$ cat src/hdl/xvts_pkg.sv
// shared types, codes and constants for the vbr header parser and toc seek
// no dependencies; every module of the block imports it

package xvts_pkg;

    localparam int TOC_LEN   = 100;
    localparam int TOC_AW    = 7;
    localparam int POS_W     = 7;
    localparam int MUL_AW    = 17;
    localparam int MUL_BW    = 32;
    localparam int MUL_PW    = MUL_AW + MUL_BW;

    localparam logic [TOC_AW-1:0] TOC_LAST  = 7'd99;
    localparam logic [TOC_AW-1:0] TOC_SIZE  = 7'd100;
    localparam logic [15:0]       PCT_MAX   = 16'd25600;
    localparam logic [8:0]        FRAC_ONE  = 9'd256;

    localparam logic [1:0] ACT_START = 2'd0;
    localparam logic [1:0] ACT_NEXT  = 2'd1;
    localparam logic [1:0] ACT_SEEK  = 2'd2;

    localparam logic [2:0] ST_CONSUMED   = 3'd0;
    localparam logic [2:0] ST_HDR_OK     = 3'd1;
    localparam logic [2:0] ST_BAD_ID     = 3'd2;
    localparam logic [2:0] ST_INCOMPLETE = 3'd3;
    localparam logic [2:0] ST_IGNORED    = 3'd4;
    localparam logic [2:0] ST_SEEK_OK    = 3'd5;
    localparam logic [2:0] ST_SEEK_REF   = 3'd6;

    localparam int FLG_FRAMES = 0;
    localparam int FLG_BYTES  = 1;
    localparam int FLG_TOC    = 2;
    localparam int FLG_QUAL   = 3;

    localparam logic [7:0] ID_XING [4] = '{8'h58, 8'h69, 8'h6E, 8'h67};
    localparam logic [7:0] ID_INFO [4] = '{8'h49, 8'h6E, 8'h66, 8'h6F};

    typedef struct packed {
        logic              en;
        logic              clr;
        logic [MUL_AW-1:0] a;
        logic [MUL_BW-1:0] b;
    } t_mac_op;

    typedef struct packed {
        logic              en;
        logic [TOC_AW-1:0] addr;
        logic [7:0]        data;
    } t_toc_wr;

    typedef struct packed {
        logic [31:0] frames;
        logic [31:0] bytes;
        logic [31:0] qual;
        logic        table_present;
        logic        seek_ok;
    } t_hdr_view;

endpackage

$ cat src/hdl/xing_vbr_header_toc_seek_core.sv
// top level of the vbr header parser with toc seek: handshakes and item control
// depends on xvts_pkg, xvts_hdr and xvts_seek
//
//  channel  | direction | handshake         | payload
//  ---------+-----------+-------------------+----------------------------------------------
//  input    | in        | i_valid / o_stall | i_action, i_header_byte, i_seek_percent
//  result   | out       | o_valid / i_stall | o_status, o_seek_point, o_frame_total,
//           |           |                   | o_byte_total, o_quality_word, o_table_present
//
// a header byte or ignored item passes through the byte and emit states, a refused seek only emit
// an accepted seek query makes two toc memory reads and three passes through
// the shared 17 x 32 multiply-accumulate unit
// o_stall is high from accept until the result beat is loaded into the output register
// a stalled result beat holds; the next item is taken while it waits
// reset is synchronous and active low; toc contents are not reset

module xing_vbr_header_toc_seek_core (
    input  logic        i_clk,
    input  logic        i_rst_n,
    input  logic        i_valid,
    output logic        o_stall,
    input  logic [1:0]  i_action,
    input  logic [7:0]  i_header_byte,
    input  logic [15:0] i_seek_percent,
    output logic        o_valid,
    input  logic        i_stall,
    output logic [2:0]  o_status,
    output logic [31:0] o_seek_point,
    output logic [31:0] o_frame_total,
    output logic [31:0] o_byte_total,
    output logic [31:0] o_quality_word,
    output logic        o_table_present
);
    import xvts_pkg::*;

    localparam logic [1:0] S_IDLE = 2'd0;
    localparam logic [1:0] S_BYTE = 2'd1;
    localparam logic [1:0] S_SEEK = 2'd2;
    localparam logic [1:0] S_EMIT = 2'd3;

    logic [1:0]  r_state, n_state;
    logic        r_out_valid, n_out_valid;
    logic [1:0]  r_action;
    logic [7:0]  r_byte;
    logic [2:0]  r_status;
    logic [31:0] r_point;

    logic        w_accept;
    logic        w_out_free;
    logic        w_emit;
    logic        w_seek_start;
    logic        w_seek_done;
    logic [31:0] w_seek_point;
    logic [2:0]  w_hdr_status;
    t_toc_wr     w_toc_wr;
    t_hdr_view   w_view;

    assign w_accept     = i_valid && !o_stall;
    assign w_out_free   = !r_out_valid || !i_stall;
    assign w_emit       = (r_state == S_EMIT) && w_out_free;
    assign w_seek_start = w_accept && (i_action == ACT_SEEK) && w_view.seek_ok;

    xvts_hdr u_hdr (
        .i_clk    (i_clk),
        .i_rst_n  (i_rst_n),
        .i_en     (r_state == S_BYTE),
        .i_action (r_action),
        .i_byte   (r_byte),
        .o_status (w_hdr_status),
        .o_toc_wr (w_toc_wr),
        .o_view   (w_view)
    );

    xvts_seek u_seek (
        .i_clk    (i_clk),
        .i_rst_n  (i_rst_n),
        .i_toc_wr (w_toc_wr),
        .i_start  (w_seek_start),
        .i_pct    (i_seek_percent),
        .i_bytes  (w_view.bytes),
        .o_done   (w_seek_done),
        .o_point  (w_seek_point)
    );

    always_comb begin
        n_state = r_state;
        case (r_state)
            S_IDLE: begin
                if (w_accept) begin
                    if (i_action == ACT_SEEK) begin
                        n_state = w_view.seek_ok ? S_SEEK : S_EMIT;
                    end else begin
                        n_state = S_BYTE;
                    end
                end
            end
            S_BYTE: begin
                n_state = S_EMIT;
            end
            S_SEEK: begin
                if (w_seek_done) begin
                    n_state = S_EMIT;
                end
            end
            S_EMIT: begin
                if (w_out_free) begin
                    n_state = S_IDLE;
                end
            end
            default: begin
                n_state = S_IDLE;
            end
        endcase
    end

    assign n_out_valid = w_emit || (r_out_valid && i_stall);

    always_ff @(posedge i_clk) begin
        if (!i_rst_n) begin
            r_state     <= S_IDLE;
            r_out_valid <= 1'b0;
        end else begin
            r_state     <= n_state;
            r_out_valid <= n_out_valid;
        end
    end

    always_ff @(posedge i_clk) begin
        if (w_accept) begin
            r_action <= i_action;
            r_byte   <= i_header_byte;
            r_status <= ST_SEEK_REF;
            r_point  <= '0;
        end
        if (r_state == S_BYTE) begin
            r_status <= w_hdr_status;
        end
        if ((r_state == S_SEEK) && w_seek_done) begin
            r_status <= ST_SEEK_OK;
            r_point  <= w_seek_point;
        end
        if (w_emit) begin
            o_status        <= r_status;
            o_seek_point    <= r_point;
            o_frame_total   <= w_view.frames;
            o_byte_total    <= w_view.bytes;
            o_quality_word  <= w_view.qual;
            o_table_present <= w_view.table_present;
        end
    end

    assign o_stall = (r_state != S_IDLE);
    assign o_valid = r_out_valid;

`ifndef ASSERT_OFF
    a_done_in_seek: assert property (@(posedge i_clk) disable iff (!i_rst_n)
        w_seek_done |-> (r_state == S_SEEK))
        else $error("seek unit finished outside a seek item");

    a_point_bound: assert property (@(posedge i_clk) disable iff (!i_rst_n)
        w_seek_done |-> (w_seek_point <= w_view.bytes))
        else $error("seek point beyond byte total");

    a_emit_beat: assert property (@(posedge i_clk) disable iff (!i_rst_n)
        w_emit |=> (o_valid && (r_state == S_IDLE)))
        else $error("result beat not presented after emit");

    a_seek_start_idle: assert property (@(posedge i_clk) disable iff (!i_rst_n)
        w_seek_start |=> (r_state == S_SEEK))
        else $error("seek started without entering seek state");
`endif

endmodule

$ cat src/hdl/xvts_mac.sv
// shared multiply-accumulate unit, 17 x 32 bits, result registered
// depends on xvts_pkg

module xvts_mac (
    input  logic                         i_clk,
    input  xvts_pkg::t_mac_op            i_op,
    output logic [xvts_pkg::MUL_PW-1:0]  o_acc
);
    import xvts_pkg::*;

    logic [MUL_PW-1:0] w_prod;
    logic [MUL_PW-1:0] r_acc;
    logic [MUL_PW-1:0] n_acc;

    assign w_prod = MUL_PW'(i_op.a) * MUL_PW'(i_op.b);

    always_comb begin
        n_acc = r_acc;
        if (i_op.en) begin
            n_acc = (i_op.clr ? '0 : r_acc) + w_prod;
        end
    end

    always_ff @(posedge i_clk) begin
        r_acc <= n_acc;
    end

    assign o_acc = r_acc;

endmodule

$ cat src/hdl/xvts_hdr.sv
// header byte parser: id check, flags, counts, quality word and toc writes
// depends on xvts_pkg

module xvts_hdr (
    input  logic                 i_clk,
    input  logic                 i_rst_n,
    input  logic                 i_en,
    input  logic [1:0]           i_action,
    input  logic [7:0]           i_byte,
    output logic [2:0]           o_status,
    output xvts_pkg::t_toc_wr    o_toc_wr,
    output xvts_pkg::t_hdr_view  o_view
);
    import xvts_pkg::*;

    logic [POS_W-1:0] r_pos, n_pos;
    logic             r_mx, n_mx;
    logic             r_mi, n_mi;
    logic [3:0]       r_flags, n_flags;
    logic [31:0]      r_shift, n_shift;
    logic [31:0]      r_frames, n_frames;
    logic [31:0]      r_bytes, n_bytes;
    logic [31:0]      r_qual, n_qual;
    logic             r_hvalid, n_hvalid;

    logic             w_start;
    logic             w_feed;
    logic [POS_W-1:0] w_pos;
    logic [3:0]       w_flags;
    logic [POS_W-1:0] w_s_bytes, w_s_toc, w_s_qual, w_len;
    logic [POS_W-1:0] w_pos_inc;

    assign w_start   = (i_action == ACT_START);
    assign w_feed    = w_start || ((i_action == ACT_NEXT) && (r_pos != '0));
    assign w_pos     = w_start ? '0 : r_pos;
    assign w_pos_inc = w_pos + 7'd1;

    // field boundaries follow the flags in force after this byte
    assign w_flags   = (w_feed && (w_pos == 7'd7)) ? i_byte[3:0] : r_flags;
    assign w_s_bytes = 7'd8 + (w_flags[FLG_FRAMES] ? 7'd4 : 7'd0);
    assign w_s_toc   = w_s_bytes + (w_flags[FLG_BYTES] ? 7'd4 : 7'd0);
    assign w_s_qual  = w_s_toc + (w_flags[FLG_TOC] ? TOC_SIZE : 7'd0);
    assign w_len     = w_s_qual + (w_flags[FLG_QUAL] ? 7'd4 : 7'd0);

    always_comb begin
        n_pos    = r_pos;
        n_mx     = r_mx;
        n_mi     = r_mi;
        n_flags  = r_flags;
        n_shift  = r_shift;
        n_frames = r_frames;
        n_bytes  = r_bytes;
        n_qual   = r_qual;
        n_hvalid = r_hvalid;
        o_status = ST_IGNORED;
        o_toc_wr = '0;
        if (w_start) begin
            n_mx     = 1'b1;
            n_mi     = 1'b1;
            n_flags  = '0;
            n_shift  = '0;
            n_frames = '0;
            n_bytes  = '0;
            n_qual   = '1;
            n_hvalid = 1'b0;
        end
        if (w_feed) begin
            n_shift  = {n_shift[23:0], i_byte};
            o_status = ST_CONSUMED;
            if (w_pos < 7'd4) begin
                n_mx  = n_mx && (i_byte == ID_XING[w_pos[1:0]]);
                n_mi  = n_mi && (i_byte == ID_INFO[w_pos[1:0]]);
                n_pos = w_pos_inc;
                if ((w_pos == 7'd3) && !n_mx && !n_mi) begin
                    n_pos    = '0;
                    o_status = ST_BAD_ID;
                end
            end else begin
                if (w_pos == 7'd7) begin
                    n_flags = n_shift[3:0];
                end else if (w_pos > 7'd7) begin
                    if (n_flags[FLG_FRAMES] && (w_pos == w_s_bytes - 7'd1)) begin
                        n_frames = n_shift;
                    end
                    if (n_flags[FLG_BYTES] && (w_pos == w_s_toc - 7'd1)) begin
                        n_bytes = n_shift;
                    end
                    if ((w_pos >= w_s_toc) && (w_pos < w_s_qual)) begin
                        o_toc_wr.en   = i_en;
                        o_toc_wr.addr = w_pos - w_s_toc;
                        o_toc_wr.data = i_byte;
                    end
                    if (n_flags[FLG_QUAL] && (w_pos == w_len - 7'd1)) begin
                        n_qual = n_shift;
                    end
                end
                n_pos = w_pos_inc;
                if ((w_pos >= 7'd7) && (w_pos_inc >= w_len)) begin
                    n_pos    = '0;
                    n_hvalid = (n_frames != '0) && (n_bytes != '0);
                    o_status = n_hvalid ? ST_HDR_OK : ST_INCOMPLETE;
                end
            end
        end
    end

    always_ff @(posedge i_clk) begin
        if (!i_rst_n) begin
            r_pos    <= '0;
            r_mx     <= 1'b0;
            r_mi     <= 1'b0;
            r_flags  <= '0;
            r_shift  <= '0;
            r_frames <= '0;
            r_bytes  <= '0;
            r_qual   <= '1;
            r_hvalid <= 1'b0;
        end else if (i_en) begin
            r_pos    <= n_pos;
            r_mx     <= n_mx;
            r_mi     <= n_mi;
            r_flags  <= n_flags;
            r_shift  <= n_shift;
            r_frames <= n_frames;
            r_bytes  <= n_bytes;
            r_qual   <= n_qual;
            r_hvalid <= n_hvalid;
        end
    end

    assign o_view.frames        = r_frames;
    assign o_view.bytes         = r_bytes;
    assign o_view.qual          = r_qual;
    assign o_view.table_present = (r_pos == '0) && r_flags[FLG_TOC];
    assign o_view.seek_ok       = r_hvalid && r_flags[FLG_TOC] && (r_bytes != '0);

endmodule

$ cat src/hdl/xvts_seek.sv
// toc memory and seek sequencer: interpolation and byte scaling on the shared mac
// depends on xvts_pkg and xvts_mac

module xvts_seek (
    input  logic                 i_clk,
    input  logic                 i_rst_n,
    input  xvts_pkg::t_toc_wr    i_toc_wr,
    input  logic                 i_start,
    input  logic [15:0]          i_pct,
    input  logic [31:0]          i_bytes,
    output logic                 o_done,
    output logic [31:0]          o_point
);
    import xvts_pkg::*;

    localparam logic [2:0] K_IDLE = 3'd0;
    localparam logic [2:0] K_RD0  = 3'd1;
    localparam logic [2:0] K_M0   = 3'd2;
    localparam logic [2:0] K_M1   = 3'd3;
    localparam logic [2:0] K_M2   = 3'd4;
    localparam logic [2:0] K_FIN  = 3'd5;

    logic [7:0]        r_mem [TOC_LEN];
    logic [7:0]        r_rd;
    logic [TOC_AW-1:0] w_rd_addr;

    logic [2:0]        r_state, n_state;
    logic [TOC_AW-1:0] r_a;
    logic [8:0]        r_f;
    logic              r_last;

    logic [15:0]       w_p;
    logic [TOC_AW-1:0] w_a;
    logic [8:0]        w_fb;
    t_mac_op           w_op;
    logic [MUL_PW-1:0] w_acc;

    assign w_p = (i_pct > PCT_MAX) ? PCT_MAX : i_pct;
    assign w_a = (w_p[15:8] > 8'(TOC_LAST)) ? TOC_LAST : w_p[14:8];

    always_ff @(posedge i_clk) begin
        if (i_toc_wr.en) begin
            r_mem[i_toc_wr.addr] <= i_toc_wr.data;
        end
        r_rd <= r_mem[w_rd_addr];
    end

    assign w_rd_addr = ((r_state == K_RD0) || r_last) ? r_a : r_a + 7'd1;
    assign w_fb      = r_last ? FRAC_ONE : {1'b0, r_rd};

    always_comb begin
        n_state = r_state;
        w_op    = '0;
        case (r_state)
            K_IDLE: begin
                if (i_start) begin
                    n_state = K_RD0;
                end
            end
            K_RD0: begin
                n_state = K_M0;
            end
            K_M0: begin
                w_op.en  = 1'b1;
                w_op.clr = 1'b1;
                w_op.a   = MUL_AW'(FRAC_ONE - r_f);
                w_op.b   = MUL_BW'(r_rd);
                n_state  = K_M1;
            end
            K_M1: begin
                w_op.en = 1'b1;
                w_op.a  = MUL_AW'(r_f);
                w_op.b  = MUL_BW'(w_fb);
                n_state = K_M2;
            end
            K_M2: begin
                w_op.en  = 1'b1;
                w_op.clr = 1'b1;
                w_op.a   = w_acc[MUL_AW-1:0];
                w_op.b   = i_bytes;
                n_state  = K_FIN;
            end
            K_FIN: begin
                n_state = K_IDLE;
            end
            default: begin
                n_state = K_IDLE;
            end
        endcase
    end

    always_ff @(posedge i_clk) begin
        if (!i_rst_n) begin
            r_state <= K_IDLE;
        end else begin
            r_state <= n_state;
        end
    end

    always_ff @(posedge i_clk) begin
        if ((r_state == K_IDLE) && i_start) begin
            r_a    <= w_a;
            r_f    <= 9'(w_p - {1'b0, w_a, 8'b0});
            r_last <= (w_a == TOC_LAST);
        end
    end

    xvts_mac u_mac (
        .i_clk (i_clk),
        .i_op  (w_op),
        .o_acc (w_acc)
    );

    assign o_done  = (r_state == K_FIN);
    assign o_point = w_acc[47:16];

endmodule

$ cat config.mk
export PLATFORM = sky130hd
export DESIGN_NAME = xing_vbr_header_toc_seek_core
export DESIGN_NICKNAME = d
export VERILOG_FILES = /design/src/hdl/xvts_pkg.sv /design/src/hdl/xing_vbr_header_toc_seek_core.sv /design/src/hdl/xvts_mac.sv /design/src/hdl/xvts_hdr.sv /design/src/hdl/xvts_seek.sv
export SDC_FILE = /design/constraint.sdc
export NUM_CORES = 2
export LEC_CHECK = 0
export ABC_AREA = 1
export BUFFER_PORTS_ARGS = -buffer_cell sky130_fd_sc_hd__buf_2
export CORE_MARGIN = 3
export CORE_UTILIZATION = 45
export DETAILED_ROUTE_END_ITERATION = 6
export PLACE_DENSITY_LB_ADDON = 0.08
export RECOVER_POWER = 100
export SLEW_MARGIN = 20
export SYNTH_ARGS = -nofsm -noshare
export SYNTH_HDL_FRONTEND = slang
export SYNTH_SLANG_ARGS = --single-unit
$ cat constraint.sdc
create_clock -name i_clk -period 13.46 [get_ports i_clk]
set_input_delay 2.019 -clock i_clk [delete_from_list [all_inputs] [get_ports i_clk]]
set_output_delay 2.019 -clock i_clk [all_outputs]
set_load 0.03 [all_outputs]
==> run metrics <==
worst hold path startpoint r_point[12]$_SDFFCE_PN0P_; Vias/cell 5.46; FFs w/ async S/R, synth 0; gr busiest metal met2; Antenna Cells 0; count of unique library cells instantiated by Yosys 55; Yosys reg bits 1190; r2r endpoint u_seek.r_mem[16][5]$_DFFE_PP_; DR WL/cell 22.4 um; CP Data Required Time 13.85 ns; Lkg Pwr 30.9 nW; synth cell count leaders nand2_1 (1220), edfxtp_1 (1039), inv_1 (969); # rows 142; Final #Nets 7525; first-pass GRT wire length 307000 um; Hold EP o_seek_point[12]$_DFFE_PP_; DR DRC count 0; DR vias 49000; Die X 395 um; worst vdd ir 0.139 mV; Hold Crit Class reg2reg; Reg2Reg Depth 22; final core utilization 0.499; most frequent cell on the critical path nand2_1; total core area 150000 um2; post-synthesis area per instance 10.0 um2; gr ovfl total 0; final worst-path cycle share 0.800; Syn Nets 7489; top-count cell post-synth nand2_1; Critical R2R Launch u_hdr.r_pos[6]$_SDFFE_PN0P_; reg-to-reg setup timing slack 2.70 ns; Bufs and invs on worst path 4; vias in the first global route 48400; P per Cell Area 121 nW/um2; die span in y 395 um; Max Freq 92.9 MHz; GPL Wtd Cong 0.896; Setup TNS Final 0 ns; Final Hold Vio Count 0; initial antenna violation count 1; YS warnings 0; CTS tree done; clock skew 0.0448 ns; CTS Sinks 1190; failing checks capacitance limit, slew limit; status finished, violations left; Root Buffer clkbuf_16; CTS buffer count 132; met3 Use GR 0.0415; hpwl dp 133000 um; clock slew at reported path FFs 0.06 ns; Starting Density 0.454; antenna viol nets, final 0; cell family with most CP delay simple AND/OR/NAND/NOR gates; final wirelength 201000 um; final setup violating endpoints 0; Slew headroom -1.67; dominant synthesized flop cell edfxtp_1; Synth area leaders edfxtp_1 (46%), fa_1 (15%), nand2_1 (6.7%); Die ar. 156000 um2; minimum clock period 10.76 ns; Worst Max-Slew Pin Slew 4.00 ns; drt first pass iters 5; CTS hold repair buffers 0; area leader, netlist edfxtp_1; Max stage delay on crit path 1.84 ns; CP max-delay cell o21ai_0; M1 GR Usage 0.372; I/O Pins 164; setup bufs post-CTS 0; port buffer count 163; maximum fanout along the worst path 24; share of the synthesized area in the top cell type 0.458; GR Layer Usage met2 0.404; Post-synth EDFFs 1039; classification of the worst setup path reg2reg; worst skew pair latency 0.77 ns; Worst Setup End Kind register; non-filler cells, final 8966; Worst setup SP type register; DR iter-0 viols 4446; RSZ-0062 raised after global routing false; sequential share of the synthesized area 0.502; H-tree depth 4; largest net degree at the start of global routing 170; post-placement cell count 8736; Arr. time, crit path 11.15 ns; share of cells above drive strength 1 0.0481; Post-CTS Resized 0; Max Slew Vio Count 1063; Max Buffers Root-to-Sink 3; Netlist Area Pre-Place 68200 um2; number of max-cap violations 24; hold depth 0; Syn Inst Count 6819; Area Growth Syn to Fin 9.90%; Critical Path, Cell by Cell nor2_1, nand2_1, o21ai_0, nand2_1, nand2_1, inv_1, o21ai_0, inv_1, fa_1, inv_1, ha_1, o21ai_0, a21boi_0, o21ai_0, nand2_1, nand2_1, o211ai_1, nor2_1, inv_1, nor2_1, nand3_1, nor2_1; total track usage 0.258
-- sequential cells by signal, summed over array words and instances, names as in the netlist, 8 cells and up --
name                flops
u_seek.r_mem          800
u_seek.u_mac.o_acc     48
o_byte_total           32
o_frame_total          32
o_quality_word         32
o_seek_point           32
r_point                32
u_hdr.r_bytes          32
u_hdr.r_frames         32
u_hdr.r_qual           32
u_hdr.r_shift          24
u_seek.r_f              9
r_byte                  8
u_seek.r_rd             8
-- worst max-delay path by stage --
stage	slack, ns	endpoint	startpoint	cells past startpoint
after floorplan	4.56	o_byte_total[0]$_DFFE_PP_	i_stall	1
after global placement	4.71	u_seek.u_mac.o_acc[42]$_DFFE_PP_	u_seek.r_state[0]$_SDFFE_PN0P_	27
after detailed placement	4.69	u_seek.u_mac.o_acc[42]$_DFFE_PP_	u_seek.r_state[0]$_SDFFE_PN0P_	30
after CTS	4.61	u_seek.u_mac.o_acc[42]$_DFFE_PP_	u_seek.r_state[0]$_SDFFE_PN0P_	30
after global routing	1.99	u_seek.r_mem[16][4]$_DFFE_PP_	u_hdr.r_pos[6]$_SDFFE_PN0P_	22
final	2.70	u_seek.r_mem[16][5]$_DFFE_PP_	u_hdr.r_pos[6]$_SDFFE_PN0P_	22
-- worst register-to-register path, delay by kind of cell (launching register included) --
family	cells	cell delay [ns]
simple gates	10	5.95
compound gates	6	2.53
buf+inv	4	0.86
fa+ha+maj	2	0.69
flops	1	0.33
-- per-layer routing --
| metal | vias to the layer above | routed length (um) |
|---|---|---|
| li1 | 22500 | - |
| met4 | 0 | 5950 |
| met2 | 1617 | 92100 |
| met5 | - | 0 |
| met1 | 24500 | 89600 |
| met3 | 329 | 13200 |
-- report_power, final --
| part | total (mW) | internal, mW | switching [mW] |
|---|---|---|---|
| registers | 4.27 | 4.17 | 0.0942 |
| clock network | 3.66 | 2.10 | 1.56 |
| logic | 1.14 | 0.285 | 0.851 |
-- stage by stage --
step / hold slack [ns] / cell area, um2 / setup slack, ns / power (mW)
global placement: 0.402 / 71000 / 4.71 / 5.47
finish: 0.396 / 74900 / 2.70 / 9.06
CTS: 0.407 / 75300 / 4.61 / 9.15
global route: 0.427 / 74900 / 1.99 / 9.42
floorplan: 0.400 / 68200 / 4.56 / 5.12
detailed placement: 0.405 / 71000 / 4.69 / 5.49
-- area by class of cell --
cell class,count,area [um2]
multi-input combinational,4288,28800
fill,13900,75200
timing repair buffer,248,1240
tap,2016,2520
sequential,1190,34200
inverter,995,3740
clock inverter,63,848
clock buffer,166,3510
-- cell usage in the layout, fill, tap and decap left out, drive strengths merged, types with 2 or more instances in the layout --
cell type,instances
nand2,1229
edfxtp,1039
inv,983
nor2,851
o21ai,592
fa,497
clkbuf,327
a21oi,302
nand3,178
dfxtp,151
ha,143
o211ai,108
buf,87
o221ai,81
o22ai,80
clkinv,59
o21bai,38
xor2,38
nand4,29
xnor2,25
nor3,24
a31oi,16
nor4,13
bufinv,12
o21a,11
or2,6
a21o,4
a221oi,4
clkinvlp,4
nand3b,3
o31ai,3
a211oi,3
o2111ai,2
a22oi,2
-- kinds of logic (layout without fill, tap and decap cells) --
family,Yosys count,count (layout),share of synthesized area
and+or+nand+nor,2334,2334,0.137
buffers and inverters,1341,1472,0.0755
AOI/OAI and AO/OA,1251,1251,0.106
DFF,1190,1190,0.502
adders and majority gates,640,640,0.172
xor gates and xnor gates,63,63,0.00809
(Power assumes the default switching activity.)
